--- config.mk ---
export PLATFORM = sky130hd
export DESIGN_NAME = hex_command_line_decoder_flat
export DESIGN_NICKNAME = d
export VERILOG_FILES = /design/src/rtl/hcld_pkg.sv /design/src/rtl/hcld_in_if.sv /design/src/rtl/hcld_out_if.sv /design/src/rtl/hcld_front.sv /design/src/rtl/hcld_queue.sv /design/src/rtl/hcld_back.sv /design/src/rtl/hex_command_line_decoder.sv /design/src/flat_wrapper.sv
export SDC_FILE = /design/constraint.sdc
export NUM_CORES = 1
export LEC_CHECK = 0
export BUFFER_PORTS_ARGS = -buffer_cell sky130_fd_sc_hd__buf_2
export CAP_MARGIN = 10
export CORE_ASPECT_RATIO = 0.5
export CORE_MARGIN = 4
export CORE_UTILIZATION = 45
export DETAILED_ROUTE_END_ITERATION = 16
export GPL_ROUTABILITY_DRIVEN = 0
export SYNTH_ARGS = -nofsm -noshare
export SYNTH_HDL_FRONTEND = slang
export SYNTH_SLANG_ARGS = --single-unit
export TNS_END_PERCENT = 10
--- constraint.sdc ---
create_clock -name clk -period 3.6 [get_ports clk]
set_input_delay 0.18 -clock clk [delete_from_list [all_inputs] [get_ports clk]]
set_output_delay 0.18 -clock clk [all_outputs]
set_load 0.02 [all_outputs]
--- src/rtl/hcld_pkg.sv ---
`default_nettype none
package hcld_pkg;

  // Longest line: MAX_LINE-1 characters before the newline.
  localparam int MAX_LINE = 64;
  localparam int POS_W    = 7;

  localparam logic [7:0] CHAR_NEWLINE = 8'h0A;

  typedef enum logic [2:0] {
    PAT_CONNECT    = 3'd0,
    PAT_START      = 3'd1,
    PAT_GOAL       = 3'd2,
    PAT_RIGHT      = 3'd3,
    PAT_LEFT       = 3'd4,
    PAT_LONG_RIGHT = 3'd5,
    PAT_LONG_LEFT  = 3'd6
  } pattern_t;

  // Request from the line parser to the segment sequencer.
  typedef struct packed {
    logic     valid;
    pattern_t code;
  } cmd_push_t;

endpackage
`default_nettype wire

--- src/rtl/hcld_in_if.sv ---
`default_nettype none
interface hcld_in_if;
  logic       valid;
  logic       ready;
  logic [7:0] rx_byte;

  modport source (output valid, output rx_byte, input ready);
  modport sink (input valid, input rx_byte, output ready);
endinterface
`default_nettype wire

--- src/rtl/hcld_out_if.sv ---
`default_nettype none
interface hcld_out_if;
  logic        valid;
  logic        ready;
  logic        drive_high;
  logic        drive_low;
  logic [12:0] duration_ms;
  logic [2:0]  pattern_code;
  logic        last_segment;

  modport source (output valid, output drive_high, output drive_low, output duration_ms,
                  output pattern_code, output last_segment, input ready);
  modport sink (input valid, input drive_high, input drive_low, input duration_ms,
                input pattern_code, input last_segment, output ready);
endinterface
`default_nettype wire

--- src/rtl/hcld_front.sv ---
`default_nettype none
module hcld_front (
  input  wire logic          clk,
  input  wire logic          rst,
  hcld_in_if.sink            rx,
  input  wire logic          q_full,
  output hcld_pkg::cmd_push_t push
);

  localparam int CONNECT_LEN = 6;
  localparam int HEADER_LEN  = 11;

  logic [hcld_pkg::POS_W-1:0] char_position;
  logic                       connect_prefix_ok;
  logic                       header_prefix_ok;
  logic [4:0]                 pending_high_nibble;
  logic [2:0]                 first_command;
  logic                       overflow_discard;
  logic [1:0]                 phase;

  logic       beat;
  logic [7:0] c;
  logic       dropped;
  logic       is_newline;
  logic [4:0] lo_nib;
  logic [7:0] pair_code;
  logic       in_pairs;
  logic       con_hit;
  logic       hdr_hit;

  function automatic logic [7:0] connect_char(input logic [2:0] idx);
    logic [7:0] r;
    unique case (idx)
      3'd0:    r = "C";
      3'd1:    r = "O";
      3'd2:    r = "N";
      3'd3:    r = "E";
      3'd4:    r = "C";
      default: r = "T";
    endcase
    return r;
  endfunction

  function automatic logic [7:0] header_char(input logic [3:0] idx);
    logic [7:0] r;
    unique case (idx)
      4'd2, 4'd7: r = ",";
      4'd10:      r = ":";
      default:    r = "0";
    endcase
    return r;
  endfunction

  // Bit 4 marks a valid uppercase hex digit, bits 3..0 hold its value.
  function automatic logic [4:0] hex_nibble(input logic [7:0] ch);
    logic [4:0] r;
    logic [7:0] d;
    r = 5'd0;
    if (ch >= "0" && ch <= "9") begin
      d = ch - 8'h30;
      r = {1'b1, d[3:0]};
    end else if (ch >= "A" && ch <= "F") begin
      d = ch - 8'h37;
      r = {1'b1, d[3:0]};
    end
    return r;
  endfunction

  function automatic logic [2:0] command_of(input logic [7:0] code);
    logic [2:0] r;
    unique case (code)
      8'h73:   r = hcld_pkg::PAT_START;
      8'h67:   r = hcld_pkg::PAT_GOAL;
      8'h72:   r = hcld_pkg::PAT_RIGHT;
      8'h6C:   r = hcld_pkg::PAT_LEFT;
      8'h52:   r = hcld_pkg::PAT_LONG_RIGHT;
      8'h4C:   r = hcld_pkg::PAT_LONG_LEFT;
      default: r = 3'd0;
    endcase
    return r;
  endfunction

  assign rx.ready   = !q_full;
  assign beat       = rx.valid && rx.ready;
  assign c          = rx.rx_byte;
  assign dropped    = (c == 8'h00) || c[7];
  assign is_newline = (c == hcld_pkg::CHAR_NEWLINE);
  assign lo_nib     = hex_nibble(c);
  assign pair_code  = {pending_high_nibble[3:0], lo_nib[3:0]};
  assign in_pairs   = (char_position >= hcld_pkg::POS_W'(HEADER_LEN));
  assign con_hit    = connect_prefix_ok && (char_position >= hcld_pkg::POS_W'(CONNECT_LEN));
  assign hdr_hit    = header_prefix_ok && in_pairs && (first_command != 3'd0);

  always_comb begin
    push.valid = beat && !dropped && is_newline && !overflow_discard && (con_hit || hdr_hit);
    push.code  = con_hit ? hcld_pkg::PAT_CONNECT : hcld_pkg::pattern_t'(first_command);
  end

  always_ff @(posedge clk) begin
    if (rst) begin
      char_position       <= '0;
      connect_prefix_ok   <= 1'b1;
      header_prefix_ok    <= 1'b1;
      pending_high_nibble <= '0;
      first_command       <= '0;
      overflow_discard    <= 1'b0;
      phase               <= '0;
    end else if (beat && !dropped) begin
      if (is_newline) begin
        char_position       <= '0;
        connect_prefix_ok   <= 1'b1;
        header_prefix_ok    <= 1'b1;
        pending_high_nibble <= '0;
        first_command       <= '0;
        overflow_discard    <= 1'b0;
        phase               <= '0;
      end else if (!overflow_discard) begin
        if (char_position >= hcld_pkg::POS_W'(hcld_pkg::MAX_LINE - 1)) begin
          overflow_discard <= 1'b1;
        end else begin
          if (char_position < hcld_pkg::POS_W'(CONNECT_LEN) &&
              c != connect_char(char_position[2:0]))
            connect_prefix_ok <= 1'b0;
          if (!in_pairs && c != header_char(char_position[3:0]))
            header_prefix_ok <= 1'b0;
          if (in_pairs) begin
            // Group of three: high digit, low digit, separator.
            if (phase == 2'd0) begin
              pending_high_nibble <= lo_nib;
            end else if (phase == 2'd1) begin
              if (first_command == 3'd0 && pending_high_nibble[4] && lo_nib[4])
                first_command <= command_of(pair_code);
            end
            phase <= (phase == 2'd2) ? 2'd0 : phase + 2'd1;
          end
          char_position <= char_position + 1'b1;
        end
      end
    end
  end

endmodule
`default_nettype wire

--- src/rtl/hcld_queue.sv ---
`default_nettype none
module hcld_queue (
  input  wire logic               clk,
  input  wire logic               rst,
  input  wire hcld_pkg::cmd_push_t push,
  output logic                    full,
  output logic                    not_empty,
  output hcld_pkg::pattern_t      head,
  input  wire logic               pop
);

  hcld_pkg::pattern_t entries [2];
  logic               wr_ptr;
  logic               rd_ptr;
  logic [1:0]         count;

  assign full      = (count == 2'd2);
  assign not_empty = (count != 2'd0);
  assign head      = entries[rd_ptr];

  always_ff @(posedge clk) begin
    if (push.valid && !full) entries[wr_ptr] <= push.code;
  end

  always_ff @(posedge clk) begin
    if (rst) begin
      wr_ptr <= 1'b0;
      rd_ptr <= 1'b0;
      count  <= '0;
    end else begin
      if (push.valid && !full) wr_ptr <= !wr_ptr;
      if (pop && not_empty)    rd_ptr <= !rd_ptr;
      count <= count + {1'b0, push.valid && !full} - {1'b0, pop && not_empty};
    end
  end

endmodule
`default_nettype wire

--- src/rtl/hcld_back.sv ---
`default_nettype none
module hcld_back (
  input  wire logic               clk,
  input  wire logic               rst,
  input  wire logic               q_not_empty,
  input  wire hcld_pkg::pattern_t q_head,
  output logic                    q_pop,
  hcld_out_if.source              seg
);

  typedef struct packed {
    logic        right;
    logic        left;
    logic [12:0] ms;
    logic        last;
  } segment_t;

  function automatic segment_t seg_of(input hcld_pkg::pattern_t code, input logic [2:0] idx);
    segment_t s;
    logic     on;
    on     = !idx[0];
    s      = '0;
    unique case (code)
      hcld_pkg::PAT_CONNECT: begin
        s.right = on;
        s.left  = on;
        s.ms    = idx[0] ? (idx[1] ? 13'd0 : 13'd75) : 13'd125;
        s.last  = (idx == 3'd3);
      end
      hcld_pkg::PAT_START: begin
        s.right = on;
        s.left  = on;
        s.ms    = (idx == 3'd7) ? 13'd0 :
                  (idx == 3'd1 || idx == 3'd5) ? 13'd100 : 13'd200;
        s.last  = (idx == 3'd7);
      end
      hcld_pkg::PAT_GOAL: begin
        s.right = on;
        s.left  = on;
        s.ms    = on ? 13'd5000 : 13'd100;
        s.last  = (idx == 3'd1);
      end
      hcld_pkg::PAT_RIGHT, hcld_pkg::PAT_LEFT: begin
        s.right = on && (code == hcld_pkg::PAT_RIGHT);
        s.left  = on && (code == hcld_pkg::PAT_LEFT);
        s.ms    = idx[0] ? (idx[1] ? 13'd0 : 13'd100) : 13'd450;
        s.last  = (idx == 3'd3);
      end
      hcld_pkg::PAT_LONG_RIGHT, hcld_pkg::PAT_LONG_LEFT: begin
        s.right = on && (code == hcld_pkg::PAT_LONG_RIGHT);
        s.left  = on && (code == hcld_pkg::PAT_LONG_LEFT);
        s.ms    = on ? 13'd1500 : 13'd100;
        s.last  = (idx == 3'd1);
      end
      default: s = '0;
    endcase
    return s;
  endfunction

  logic               busy;
  hcld_pkg::pattern_t code;
  logic [2:0]         idx;
  logic               out_valid;
  segment_t           out_seg;
  hcld_pkg::pattern_t out_code;

  logic               load;
  hcld_pkg::pattern_t src_code;
  logic [2:0]         src_idx;
  segment_t           nxt;

  // Output register takes a new segment whenever it is empty or being taken and a segment is pending.
  assign load     = (!out_valid || seg.ready) && (busy || q_not_empty);
  assign q_pop    = (!out_valid || seg.ready) && !busy && q_not_empty;
  assign src_code = busy ? code : q_head;
  assign src_idx  = busy ? idx : 3'd0;
  assign nxt      = seg_of(src_code, src_idx);

  assign seg.valid        = out_valid;
  assign seg.drive_high   = out_seg.right;
  assign seg.drive_low    = out_seg.left;
  assign seg.duration_ms  = out_seg.ms;
  assign seg.pattern_code = out_code;
  assign seg.last_segment = out_seg.last;

  always_ff @(posedge clk) begin
    if (rst) begin
      busy      <= 1'b0;
      out_valid <= 1'b0;
      idx       <= '0;
    end else begin
      if (load) begin
        out_valid <= 1'b1;
        busy      <= !nxt.last;
        idx       <= src_idx + 3'd1;
      end else if (seg.ready) begin
        out_valid <= 1'b0;
      end
    end
  end

  always_ff @(posedge clk) begin
    if (load) begin
      code     <= src_code;
      out_code <= src_code;
      out_seg  <= nxt;
    end
  end

endmodule
`default_nettype wire

--- src/rtl/hex_command_line_decoder.sv ---
// Serial command-line decoder.
// rx: one received byte per beat. Bytes 0x00 and 0x80..0xFF are ignored;
// a newline (0x0A) closes the line and may start a pattern run.
// seg: one drive segment per beat (right/left levels, hold time in ms,
// pattern code, last-segment flag). A run is 2, 4 or 8 segments.
// The newline beat writes the run's command into the queue; the sequencer
// loads its first segment from the queue head into the output register, and
// further segments follow one per cycle while seg is ready.
// Throughput: one byte per cycle on rx. A two-entry command queue sits
// between the line parser and the segment sequencer, so bytes keep flowing
// while a run is played out; rx.ready drops only when that queue is full
// (two runs waiting behind the one in progress).
// A stalled seg receiver holds the current segment in the output register;
// the sequencer and then the queue fill behind it.
// Reset (rst, synchronous) clears the line state, empties the queue and
// drops any segment not yet taken.
`default_nettype none
module hex_command_line_decoder (
  input  wire logic  clk,
  input  wire logic  rst,
  hcld_in_if.sink    rx,
  hcld_out_if.source seg
);

  hcld_pkg::cmd_push_t push;
  logic                q_full;
  logic                q_not_empty;
  logic                q_pop;
  hcld_pkg::pattern_t  q_head;

  hcld_front u_front (
    .clk    (clk),
    .rst    (rst),
    .rx     (rx),
    .q_full (q_full),
    .push   (push)
  );

  hcld_queue u_queue (
    .clk       (clk),
    .rst       (rst),
    .push      (push),
    .full      (q_full),
    .not_empty (q_not_empty),
    .head      (q_head),
    .pop       (q_pop)
  );

  hcld_back u_back (
    .clk         (clk),
    .rst         (rst),
    .q_not_empty (q_not_empty),
    .q_head      (q_head),
    .q_pop       (q_pop),
    .seg         (seg)
  );

endmodule
`default_nettype wire
--- src/flat_wrapper.sv ---
// flat-port wrapper written by rule: the top's interface ports become plain ports
module hex_command_line_decoder_flat 
  (clk, rst, rx_valid, rx_rx_byte, rx_ready, seg_valid, seg_drive_high, seg_drive_low, seg_duration_ms, seg_pattern_code, seg_last_segment, seg_ready);
  hcld_in_if rx_i ();
  hcld_out_if seg_i ();
  input  wire logic clk;
  input  wire logic rst;
  input wire logic [$bits(rx_i.valid)-1:0] rx_valid;
  input wire logic [$bits(rx_i.rx_byte)-1:0] rx_rx_byte;
  output wire logic [$bits(rx_i.ready)-1:0] rx_ready;
  output wire logic [$bits(seg_i.valid)-1:0] seg_valid;
  output wire logic [$bits(seg_i.drive_high)-1:0] seg_drive_high;
  output wire logic [$bits(seg_i.drive_low)-1:0] seg_drive_low;
  output wire logic [$bits(seg_i.duration_ms)-1:0] seg_duration_ms;
  output wire logic [$bits(seg_i.pattern_code)-1:0] seg_pattern_code;
  output wire logic [$bits(seg_i.last_segment)-1:0] seg_last_segment;
  input wire logic [$bits(seg_i.ready)-1:0] seg_ready;
  assign rx_i.valid = rx_valid;
  assign rx_i.rx_byte = rx_rx_byte;
  assign rx_ready = rx_i.ready;
  assign seg_valid = seg_i.valid;
  assign seg_drive_high = seg_i.drive_high;
  assign seg_drive_low = seg_i.drive_low;
  assign seg_duration_ms = seg_i.duration_ms;
  assign seg_pattern_code = seg_i.pattern_code;
  assign seg_last_segment = seg_i.last_segment;
  assign seg_i.ready = seg_ready;
  hex_command_line_decoder u_core (.clk(clk), .rst(rst), .rx(rx_i), .seg(seg_i));
endmodule
=== Word-level counts from Yosys, hierarchy flattened ===
Memory sizes are Yosys's and may differ from the RTL's. A register that Yosys moved wholly into a read port is not among the register bits.
Cells that the tools add are included.

* RAM bits: 6
* Output and inout bits: 21
* Bits in registers: 48
* Memories kept: 1
* Input port bits: 12

* Equal/unequal tests: 32
* Magnitude comparators: 8
* $add $sub $neg: 7
* Muxes and demuxes: 64
* Reductions and logical operators: 62

{| class="wikitable"
|+ Memories
! memory !! words !! width !! rd ports !! clocked after memory_dff !! wr ports !! line !! text
|-
| u_core.u_queue.entries || 2 || 3 || 1 || 1 || 1 || hcld_queue.sv:12 || <nowiki>hcld_pkg::pattern_t entries [2];</nowiki>
|}

{| class="wikitable"
|+ Operators with widths
! operator !! number
|-
| 8-bit two-way mux || 12
|-
| 16-bit one-hot mux with 5 select lines || 1
|-
| 8-bit by 7-bit equality test with 1-bit output (second input constant) || 6
|-
| 7-bit two-way mux || 6
|-
| 5-bit two-way mux || 7
|-
| 3-bit two-way mux || 10
|-
| 1-bit logical AND || 23
|-
| 5-bit one-hot mux with 4 select lines || 1
|-
| 3-bit equality test (second input constant) || 6
|-
| 3-bit one-hot mux with 6 select lines || 1
|-
| 1-bit two-way mux || 17
|-
| 8-bit != test || 2
|-
| 2-bit nonzero test || 8
|-
| 3-bit by 2-bit equality test with 1-bit output (second input constant) || 5
|-
| 13-bit two-way mux || 1
|-
| 4-bit AND reduction || 3
|-
| 11-bit two-way mux || 1
|-
| 1-bit logical NOT || 10
|-
| 2-bit two-way mux || 5
|-
| 5-bit one-hot mux with 2 select lines || 1
|-
| 3-bit by 1-bit equality test with 1-bit output (second input constant) || 3
|-
| 3-bit logical NOT || 3
|-
| 9-bit two-way mux || 1
|-
| 8-bit by 4-bit equality test with 1-bit output (second input constant) || 1
|-
| other kinds (30) || 39
|}

=== Logic depth before layout (Yosys ltp) ===
Gate-level depths: netlist (run 1).

* Depth after elaboration: 14
* Gate-level depth with buffers: 14

=== Modules after synthesis ===
Synthesis (run 1) repeated with hierarchy kept, for this count alone.

* Cell total of the unflattened synthesis: 359
* Area, all modules: 3313.2 um^2

{| class="wikitable"
|+ Modules (own cells, without submodules)
! module !! cells each !! times used !! sequential area each (um^2) !! area each (um^2)
|-
| hcld_front || 209 || 1 || 400.4 || 1606.5
|-
| hcld_back || 113 || 1 || 610.6 || 1219.9
|-
| hcld_queue || 37 || 1 || 280.3 || 486.7
|}

=== Least setup slack after synthesis (run 1) ===
OpenSTA, ideal clock, no wires.

* Kind: register to register
* From: register u_core.u_front.char_position[0] (netlist bit)
* To: register u_core.u_queue.count[1]
* Library setup time: 128 ps
* Stages on the path, launching flop included: 15
* Required time: 3472 ps
* Setup slack: 1085 ps
* Arrival time: 2387 ps
* Path buffers: 1
* Cell sequence: dfxtp_1 > buf_2 > inv_1 > ha_1 > nand2_1 > a31oi_1 > a31oi_1 > nor4_2 > inv_1 > ha_1 > inv_1 > ha_1 > xor2_1 > xnor2_1 > nor2_1

* Cells in the longest elaborated chain, start to end: 8

{| class="wikitable"
|+ Ends and longest elaborated chain
! element !! line !! text
|-
| start, declared || hcld_front.sv:13 || <nowiki>logic [hcld_pkg::POS_W-1:0] char_position;</nowiki>
|-
| start signal, assigned || hcld_front.sv:136 || <nowiki>char_position <= char_position + 1'b1;</nowiki>
|-
| 7-bit by 4-bit >= comparator with 1-bit output || hcld_front.sv:90 || <nowiki>assign in_pairs = (char_position >= hcld_pkg::POS_W'(HEADER_LEN));</nowiki>
|-
| 1-bit logical AND (2 in series) || hcld_front.sv:92 || <nowiki>assign hdr_hit = header_prefix_ok && in_pairs && (first_command != 3'd0);</nowiki>
|-
| 1-bit logical OR * || hcld_front.sv:95 || <nowiki>push.valid = beat && !dropped && is_newline && !overflow_discard && (con_hit || hdr_hit);</nowiki>
|-
| 1-bit logical AND * || hcld_front.sv:95 ||
|-
| 1-bit logical AND * || hcld_queue.sv:33 || <nowiki>count <= count + {1'b0, push.valid && !full} - {1'b0, pop && not_empty};</nowiki>
|-
| 2-bit by 1-bit adder with 2-bit output * || hcld_queue.sv:33 ||
|-
| 2-bit by 1-bit subtractor with 2-bit output * || hcld_queue.sv:33 ||
|-
| end signal, assigned || hcld_queue.sv:33 ||
|-
| end, declared || hcld_queue.sv:15 || <nowiki>logic [1:0] count;</nowiki>
|}

Mark *: on every way between the ends. The rest lies on a longest branch, timed or not.
A chain may end at the register's enable or synchronous reset.

=== Worst setup path in the final report (run 1) ===
* From: register u_core.u_front.char_position[1] (netlist bit)
* To: register u_core.u_queue.count[1]

Same word-level chain as after synthesis.

==> results of run 1 <==
## routing by layer
layer | global-route usage (%) | up-vias | share of wire (%)
met2 | 28.84 | 73 | 44
li1 | - | 1273 | -
met5 | 0 | - | 0
met4 | 4.412 | 0 | 1.2
met1 | 20.57 | 1180 | 50
met3 | 3.283 | 9 | 4.9
## synth_stat cells (5+ instances only)
master    instances  area, um2
nor2_1           40      150.1
ha_1             15      187.7
xnor2_1           8      70.07
nand2_1          22      82.58
nor4_1            5      31.28
inv_1            19      71.32
nor3_1           11      55.05
nor2b_1           9      56.30
nand3_1           9      45.04
mux2i_1           5      50.05
o21ai_0          14      70.07
dfxtp_1          30      600.6
a211oi_1          6      45.04
a21oi_1          18      90.09
edfxtp_1         23      690.7
## report_power, final
| group | leakage (nW) | internal, W | total [W] | switching, W |
|---|---|---|---|---|
| combinational | 0.825 | 0.000313 | 0.000925 | 0.000612 |
| sequential | 0.468 | 0.000851 | 0.000928 | 0.0000775 |
| clock | 0.0701 | 0.000277 | 0.000480 | 0.000203 |
## sequential cells by signal (all words and copies together), names as in the netlist, 2 cells and up, named ones only
signal,flops
u_core.u_back.seg.duration_ms,11
u_core.u_front.char_position,7
u_core.u_queue.entries,6
u_core.u_front.pending_high_nibble,5
u_core.u_back.idx,3
u_core.u_back.seg.pattern_code,3
u_core.u_front.first_command,3
u_core.u_front.phase,2
u_core.u_queue.count,2
## area by class of cell
class	instances	share of cell area, %
multi-input combinational	247	47.77
timing repair buffer	32	4.715
sequential	53	37.43
tap	92	3.337
clock inverter	1	0.2176
inverter	22	2.394
clock buffer	7	4.135
## path summary, 6_finish.rpt
path / from / endpoint / slack [ps] / cells past startpoint
worst max-delay path: u_core.u_front.char_position[1] / u_core.u_queue.count[1] / 800 / 12
worst min-delay path: seg_ready / u_core.u_back.seg.valid / 260 / 4
worst max register to register: u_core.u_front.char_position[1] / u_core.u_queue.count[1] / 800 / 12
worst min register to register: u_core.u_front.pending_high_nibble[4] / u_core.u_front.pending_high_nibble[4] / 460 / 1
## logic make-up after synthesis
kind of cell | count (synthesis) | share of synthesized area [%]
buffers and inverters | 37 | 6.077
DFF | 53 | 41.26
AOI/OAI and AO/OA | 87 | 19.59
xor gates and xnor gates | 10 | 2.799
other | 1 | 0.1198
muxes | 6 | 1.959
adders and majority gates | 15 | 5.998
and+or+nand+nor | 128 | 22.19
## per-stage QoR
| step | hold slack [ps] | cell area [um2] |
|---|---|---|
| floorplan | 426.6 | 3129 |
| global placement | 443.7 | 3299 |
| detailed placement | 445.2 | 3299 |
| CTS | 249.9 | 3450 |
| global route | 260.5 | 3450 |
| finish | 260.3 | 3450 |
## worst max-delay path, stage by stage, from the launching register on
cell and delay (ps):
dfxtp_1 490, ha_1 300, nand2_1 80, a31oi_1 350, a31oi_1 90, nor4_2 370, inv_1 110, ha_1 300
inv_1 60, ha_1 150, xor2_1 200, xnor2_1 150, nor2_1 50
==> flow_metrics.py, run 1 <==
metrics = {
    "placed_design": {
        "place_ws_ps": 786.0,
        "dp_hpwl_um": 4867,
        "port_buffers": 31,
        "dpl.cell_count": 446,
    },
    "global_route": {
        "grt_pass1_vias": 2464,
        "grt_usage_pct": 16.31,
        "antenna_found_initial": 0,
        "overflow": 0,
        "grt_max_degree": 23,
        "grt_pass1_wl_um": 11220,
    },
    "cts": {
        "cts_tree": "built",
        "cts_made_buffers": 5,
        "cts.sink_count": 53,
        "cts_root_buf": "clkbuf_16",
        "cts_setup_buffers": 0,
        "cts-resized-gates": 0,
        "hold_buffers": 0,
        "clkSlewWorstSetupHoldPaths_ps": 70,
        "clock_latency_ps": 290,
        "clk_path_buf_depth": 2,
        "htree_num_levels": 2,
    },
    "finish": {
        "post-route-util_pct": 51.28,
        "final_cell_mix": "40 x nor2_1, 31 x buf_2, 30 x dfxtp_1, 23 x edfxtp_1, 22 x nand2_1",
        "final_common_cell": "nor2_1",
        "register_area_um2": 1291,
        "antenna_cells": 0,
        "fill_cells": 643,
        "finalNonFillerCells": 454,
        "final_layout_size_suffix_gt1_share_pct": 16.02,
        "area.growth.synth_to_final_pct": 10.24,
        "multiInputGateArea_um2": 1648,
        "nNetsFinal": 388,
    },
    "yosys": {
        "netlist_instances": 337,
        "yosysWarnings": 0,
        "synth_fp_nets": 364,
        "synth_edf_count": 23,
        "synth.distinct_cells": 71,
        "synth_area_per_cell_um2": 9.286,
        "seq_area_frac_synth_pct": 41.26,
        "syn-cell-area_um2": 3129,
        "ys_ff_latch": 53,
        "ys_async_sr_fraction_pct": 0,
        "synthFlopType": "dfxtp_1",
    },
    "sta": {
        "hold_viol_final": 0,
        "fin_ws_ps": 798.1,
        "relSlewSlack_pct": 25.71,
        "period_needed_ps": 2802,
        "worstMarginPinSlew_ps": 1107,
        "fmax_mhz": 356.9,
        "timing.setup.tns_ps": 0,
        "clock_skew_ps": 8.333,
        "setup_violations": 0,
        "rsz0062_at_grt": "no",
        "post-route-period-util_pct": 77.83,
        "maxSlewViolCount": 0,
    },
    "die": {
        "pin_count": 33,
        "fp.dieW_um": 125.9,
        "core_um2": 6726,
        "fp-row-count": 21,
        "die_area_um2": 8433,
        "initial_core_util_pct": 46.52,
        "fp.dieH_um": 66.97,
    },
    "power_and_ir_drop": {
        "power.density_nw_per_um2": 676.4,
        "vdd_drop_max_mv": 0.2118,
        "leakagePower_nw": 1.363,
        "finalPower_w": 0.002333,
    },
    "drt": {
        "wl_um": 6515,
        "vias_per_cell": 5.584,
        "vias": 2535,
        "dr.pass1.iters": 4,
        "drt_iter0_drc": 240,
        "drtAntennaViolNets": 0,
        "drc_errors": 0,
        "wire_per_inst_um": 14.35,
    },
    "worst_setup_path": {
        "worst-path-max-fanout": 9,
        "startpoint_type": "flip-flop",
        "crit_type": "flip-flop to flip-flop",
        "crit_arrival_ps": 2980,
        "end_kind": "flip-flop",
        "worstPathRequired_ps": 3770,
    },
    "run_status": {
        "status": "completed",
    },
    "job": {
        "drv_cap": 0,
    },
    "worst_hold_path": {
        "min_path_type": "input pin to flip-flop",
    },
}
No activity file was read; power rests on OpenSTA's default activity.
==> run 2, diff against run 1 <==
==> constraint.sdc (replaced) <==
create_clock -name clk -period 2.65 [get_ports clk]
set_input_delay 0.1325 -clock clk [delete_from_list [all_inputs] [get_ports clk]]
set_output_delay 0.1325 -clock clk [all_outputs]
set_load 0.02 [all_outputs]
==> run 2 against run 1 <==
Clock skew down 3.5 ps; die area stayed put; via count is 1.1% higher; sequential share of layout area decreased by 0.75 points; final area rose by 2.1%; core utilization rose by 1.1 points; total power up 34%; global-route usage is 0.45 points lower; largest cell class unchanged.
==> flow_metrics.py, run 2 (synthesis results as in run 1) <==
metrics = {
    "sta": {
        "clock_skew_ps": 4.876,
        "rsz0062_at_grt": "no",
        "maxSlewViolCount": 0,
        "relSlewSlack_pct": 36.24,
        "hold_viol_final": 0,
        "hold_ws_ps": 197.6,
        "post-route-period-util_pct": 89.09,
        "period_needed_ps": 2361,
        "timing.setup.tns_ps": 0,
        "fin_ws_ps": 289.1,
        "setup_violations": 0,
        "worstMarginPinSlew_ps": 950.0,
        "fmax_mhz": 423.6,
    },
    "power_and_ir_drop": {
        "vdd_drop_max_mv": 0.2907,
        "leakagePower_nw": 1.389,
        "power.density_nw_per_um2": 885.1,
    },
    "die": {
        "core_um2": 6726,
        "fp-row-count": 21,
        "pin_count": 33,
        "fp.dieW_um": 125.9,
        "initial_core_util_pct": 46.52,
        "fp.dieH_um": 66.97,
        "die_area_um2": 8433,
    },
    "global_route": {
        "grt_pass1_wl_um": 10940,
        "grt_max_degree": 23,
        "grt_usage_pct": 15.85,
        "overflow": 0,
        "antenna_found_initial": 0,
        "grt_pass1_vias": 2339,
    },
    "drt": {
        "dr.pass1.iters": 6,
        "wl_um": 6610,
        "drtAntennaViolNets": 0,
        "drc_errors": 0,
        "drt_iter0_drc": 240,
        "vias": 2562,
        "vias_per_cell": 5.510,
        "wire_per_inst_um": 14.22,
    },
    "cts": {
        "cts_made_buffers": 5,
        "cts.sink_count": 53,
        "clock_latency_ps": 290,
        "clk_path_buf_depth": 2,
        "hold_buffers": 0,
        "htree_num_levels": 2,
        "cts_tree": "built",
        "cts_root_buf": "clkbuf_16",
        "clkSlewWorstSetupHoldPaths_ps": 70,
    },
    "finish": {
        "final_cell_mix": "40 x nor2_1, 31 x buf_2, 29 x dfxtp_1, 23 x edfxtp_1, 22 x nand2_1",
        "area.growth.synth_to_final_pct": 12.59,
        "final_common_cell": "nor2_1",
        "fill_cells": 642,
        "final_layout_size_suffix_gt1_share_pct": 18.50,
        "nNetsFinal": 399,
        "largest_reg_flops": 11,
        "antenna_cells": 0,
    },
    "worst_setup_path": {
        "crit_type": "flip-flop to flip-flop",
        "worst-path-max-fanout": 4,
        "worstPathRequired_ps": 2820,
        "startpoint_type": "flip-flop",
        "end_kind": "flip-flop",
        "crit_arrival_ps": 2530,
    },
    "run_status": {
        "status": "completed",
    },
    "job": {
        "drv_cap": 0,
    },
    "placed_design": {
        "place_ws_ps": 111.1,
        "port_buffers": 31,
        "dp_hpwl_um": 4995,
    },
    "worst_hold_path": {
        "min_path_type": "input pin to flip-flop",
    },
}
## run 2: layout make-up
type / instances / area [um2] / area share [%]
Multi-Input combinational cell: 247 / 1648 / 46.77
Sequential cell: 53 / 1292 / 36.68
Timing Repair Buffer: 43 / 245.2 / 6.960
Clock buffer: 7 / 132.6 / 3.764
Tap cell: 92 / 115.1 / 3.267
Inverter: 22 / 82.58 / 2.344
Clock inverter: 1 / 7.507 / 0.2131
## run 2: critical path: stages (launching register included)
cell and delay, ps:
dfxtp_1 350, inv_1 120, ha_1 230, nand2_1 80, a31oi_1 220, a31oi_1 80, nor4_2 200, inv_1 100
ha_1 290, inv_1 60, ha_1 150, xor2_1 170, xnor2_1 130, nor2_1 50
## run 2: final timing paths
path / start / to / slack [ps] / cells after the start
setup / recovery: u_core.u_front.char_position[0] / u_core.u_queue.count[1] / 290 / 13
hold / removal: seg_ready / u_core.u_back.busy / 200 / 4
setup reg to reg: u_core.u_front.char_position[0] / u_core.u_queue.count[1] / 290 / 13
hold reg to reg: u_core.u_front.pending_high_nibble[4] / u_core.u_front.pending_high_nibble[4] / 450 / 1
## run 2: stage by stage
step / std cells / power [W] / utilization [%] / cell area (um2)
3_5_place_dp: 457 / 0.002502 / 50.28 / 3382
6_report: 465 / 0.003118 / 52.38 / 3523
4_1_cts: 465 / 0.003136 / 52.36 / 3522
5_1_grt: 465 / 0.003325 / 52.38 / 3523
2_1_floorplan: 337 / 0.002229 / - / 3129
3_3_place_gp: 457 / 0.002487 / 50.28 / 3382
## run 2: power by group
group          switching (W)  internal (W)
Combinational       0.000816      0.000439
Clock               0.000281      0.000351
Sequential         0.0000863       0.00114
Total                0.00118       0.00193
## run 2: what timing repair did
item / CTS / global route
gates resized for setup: 0 / 1
setup endpoints to repair: 0 / 1
hold endpoints to repair: 0 / 0
buffers inserted: 0 / 0
## run 2: per-layer routing
metal / vias up / global-route usage (%) / wire length, um / part of all wire [%]
met5: - / 0 / 0 / 0
met3: 4 / 3.203 / 423 / 6.4
li1: 1295 / - / - / -
met2: 81 / 27.38 / 2989 / 45
met1: 1182 / 20.59 / 3157 / 48
met4: 0 / 3.877 / 39 / 0.59
==> run 3, diff against run 2 <==
==> constraint.sdc (replaced) <==
create_clock -name clk -period 2.2 [get_ports clk]
set_input_delay 0.11 -clock clk [delete_from_list [all_inputs] [get_ports clk]]
set_output_delay 0.11 -clock clk [all_outputs]
set_load 0.02 [all_outputs]
==> run 3 against run 2 <==
Combinational power grew 29%; critical path depth shrank 1; core utilization grew 4.1 points; sequential cell count is the same; clock power grew 20%; sequential power grew 22%; clock skew is essentially flat; die area is the same; final area grew 7.8%; final cell count grew 5.4%; worst hold slack gained 37 ps.
==> flow_metrics.py, run 3 (synthesis results as in run 1) <==
metrics = {
    "sta": {
        "hold_viol_final": 0,
        "fmax_mhz": 458.9,
        "period_needed_ps": 2179,
        "post-route-period-util_pct": 99.05,
        "rsz0062_at_grt": "yes",
        "setup_violations": 0,
        "hold_ws_ps": 234.9,
        "maxSlewViolCount": 0,
        "clock_skew_ps": 4.953,
    },
    "cts": {
        "clk_path_buf_depth": 2,
        "cts.sink_count": 53,
        "clock_latency_ps": 290,
        "htree_num_levels": 2,
        "cts_tree": "built",
        "cts_made_buffers": 5,
        "cts_root_buf": "clkbuf_16",
        "clkSlewWorstSetupHoldPaths_ps": 70,
        "cts_setup_buffers": 0,
        "hold_buffers": 0,
    },
    "power_and_ir_drop": {
        "vdd_drop_max_mv": 0.4099,
        "leakagePower_nw": 1.523,
        "power.density_nw_per_um2": 1025,
    },
    "worst_setup_path": {
        "crit_slowest_cell": "dfxtp_4",
        "path_cells": "ha_4, a211oi_1, o21ai_1, a31oi_1, nor4_2, inv_1, ha_1, inv_2, ha_2, xor2_1, xnor2_1, nor2_1",
        "worstPathRequired_ps": 2380,
        "crit_type": "flip-flop to flip-flop",
        "end_kind": "flip-flop",
        "slowest_delay_ps": 420,
        "crit_arrival_ps": 2360,
        "worst-path-max-fanout": 9,
        "startpoint_type": "flip-flop",
        "critPathBufInv": 2,
        "critPathTopFamily": "adder cells",
    },
    "finish": {
        "antenna_cells": 0,
        "final_layout_size_suffix_gt1_share_pct": 27.14,
        "post-route-util_pct": 56.49,
        "largest_reg_flops": 11,
        "fill_cells": 637,
        "final_cell_mix": "40 x nor2_1, 36 x buf_4, 31 x buf_2, 27 x dfxtp_1, 23 x edfxtp_1",
        "area.growth.synth_to_final_pct": 21.43,
        "nNetsFinal": 424,
        "final_common_cell": "nor2_1",
    },
    "drt": {
        "dr.pass1.iters": 4,
        "wl_um": 6875,
        "vias": 2651,
        "vias_per_cell": 5.410,
        "wire_per_inst_um": 14.03,
        "drtAntennaViolNets": 0,
        "drt_iter0_drc": 281,
        "drc_errors": 0,
    },
    "die": {
        "fp-row-count": 21,
        "fp.dieH_um": 66.97,
        "core_um2": 6726,
        "fp.dieW_um": 125.9,
        "die_area_um2": 8433,
        "pin_count": 33,
        "initial_core_util_pct": 46.52,
    },
    "job": {
        "drv_cap": 0,
    },
    "global_route": {
        "antenna_found_initial": 0,
        "grt_usage_pct": 17.08,
        "overflow": 0,
        "grt_max_degree": 23,
        "grt_pass1_wl_um": 11650,
        "grt_pass1_vias": 2531,
    },
    "placed_design": {
        "port_buffers": 31,
        "dp_hpwl_um": 5300,
    },
    "worst_hold_path": {
        "min_path_type": "input pin to flip-flop",
    },
    "run_status": {
        "status": "completed",
    },
}
run 3: changes by cell type in the layout (fill, tap and decap cells not counted), moves of 2 or more:
cell / before / now
dfxtp_4: 0 / 2
buf_4: 12 / 36
inv_1: 19 / 17
ha_1: 15 / 12
dfxtp_1: 29 / 27
ha_4: 0 / 2
run 3: worst register-to-register path: stages (launching register included):
cell and delay, ps:
dfxtp_4 420, ha_4 150, a211oi_1 40, o21ai_1 180, a31oi_1 130, nor4_2 200
inv_1 100, ha_1 290, inv_2 30, ha_2 170, xor2_1 160, xnor2_1 150
nor2_1 60
run 3: final cells by class:
cell class	instances	area, um2	area share (%)
multi-input combinational	247	1712	45.04
sequential	53	1300	34.21
timing repair buffer	68	445.4	11.72
clock buffer	6	128.9	3.392
tap	92	115.1	3.029
inverter	22	85.08	2.239
clock inverter	2	13.76	0.3622
run 3: power breakdown:
part | total, W | switching, W | leakage, nW | internal (W)
clock network | 0.000760 | 0.000335 | 0.0712 | 0.000424
logic | 0.00163 | 0.00101 | 0.997 | 0.000616
registers | 0.00150 | 0.000123 | 0.455 | 0.00138
total | 0.00389 | 0.00147 | 1.52 | 0.00242
run 3: worst paths after layout:
path | startpoint | end | slack (ps) | cells after the start
max | u_core.u_front.char_position[1] | u_core.u_queue.count[1] | 20 | 12
min | rst | u_core.u_front.char_position[1] | 230 | 3
max reg2reg | u_core.u_front.char_position[1] | u_core.u_queue.count[1] | 20 | 12
min reg2reg | u_core.u_front.header_prefix_ok | u_core.u_front.header_prefix_ok | 460 | 2
run 3: metal layers:
| layer | vias up | GRT usage [%] | part of all wire [%] | wire length, um |
|---|---|---|---|---|
| li1 | 1350 | - | - | - |
| met1 | 1209 | 21.30 | 47 | 3238 |
| met2 | 84 | 29.96 | 45 | 3109 |
| met3 | 8 | 3.443 | 6.3 | 434 |
| met4 | 0 | 5.749 | 1.4 | 93 |
| met5 | - | 0 | 0 | 0 |
run 3: repair_timing:
| item | in CTS | in global routing |
|---|---|---|
| setup endpoints to repair | 2 | 4 |
| pin swaps | 1 | 0 |
| resized for setup | 3 | 6 |
run 3: per-stage QoR:
| stage | cells | area [um2] | total power [W] | TNS (ps) | worst slack [ps] |
|---|---|---|---|---|---|
| global placement | 482 | 3628 | 0.003100 | -14.93 | -14.93 |
| global route | 490 | 3800 | 0.004159 | -179.0 | -179.0 |
| detailed placement | 482 | 3628 | 0.003135 | -131.3 | -108.5 |
| finish | 490 | 3800 | 0.003894 | 0 | 20.91 |
| floorplan | 337 | 3182 | 0.002699 | -9.030 | -9.030 |
| CTS | 490 | 3786 | 0.003905 | -2.883 | -2.883 |
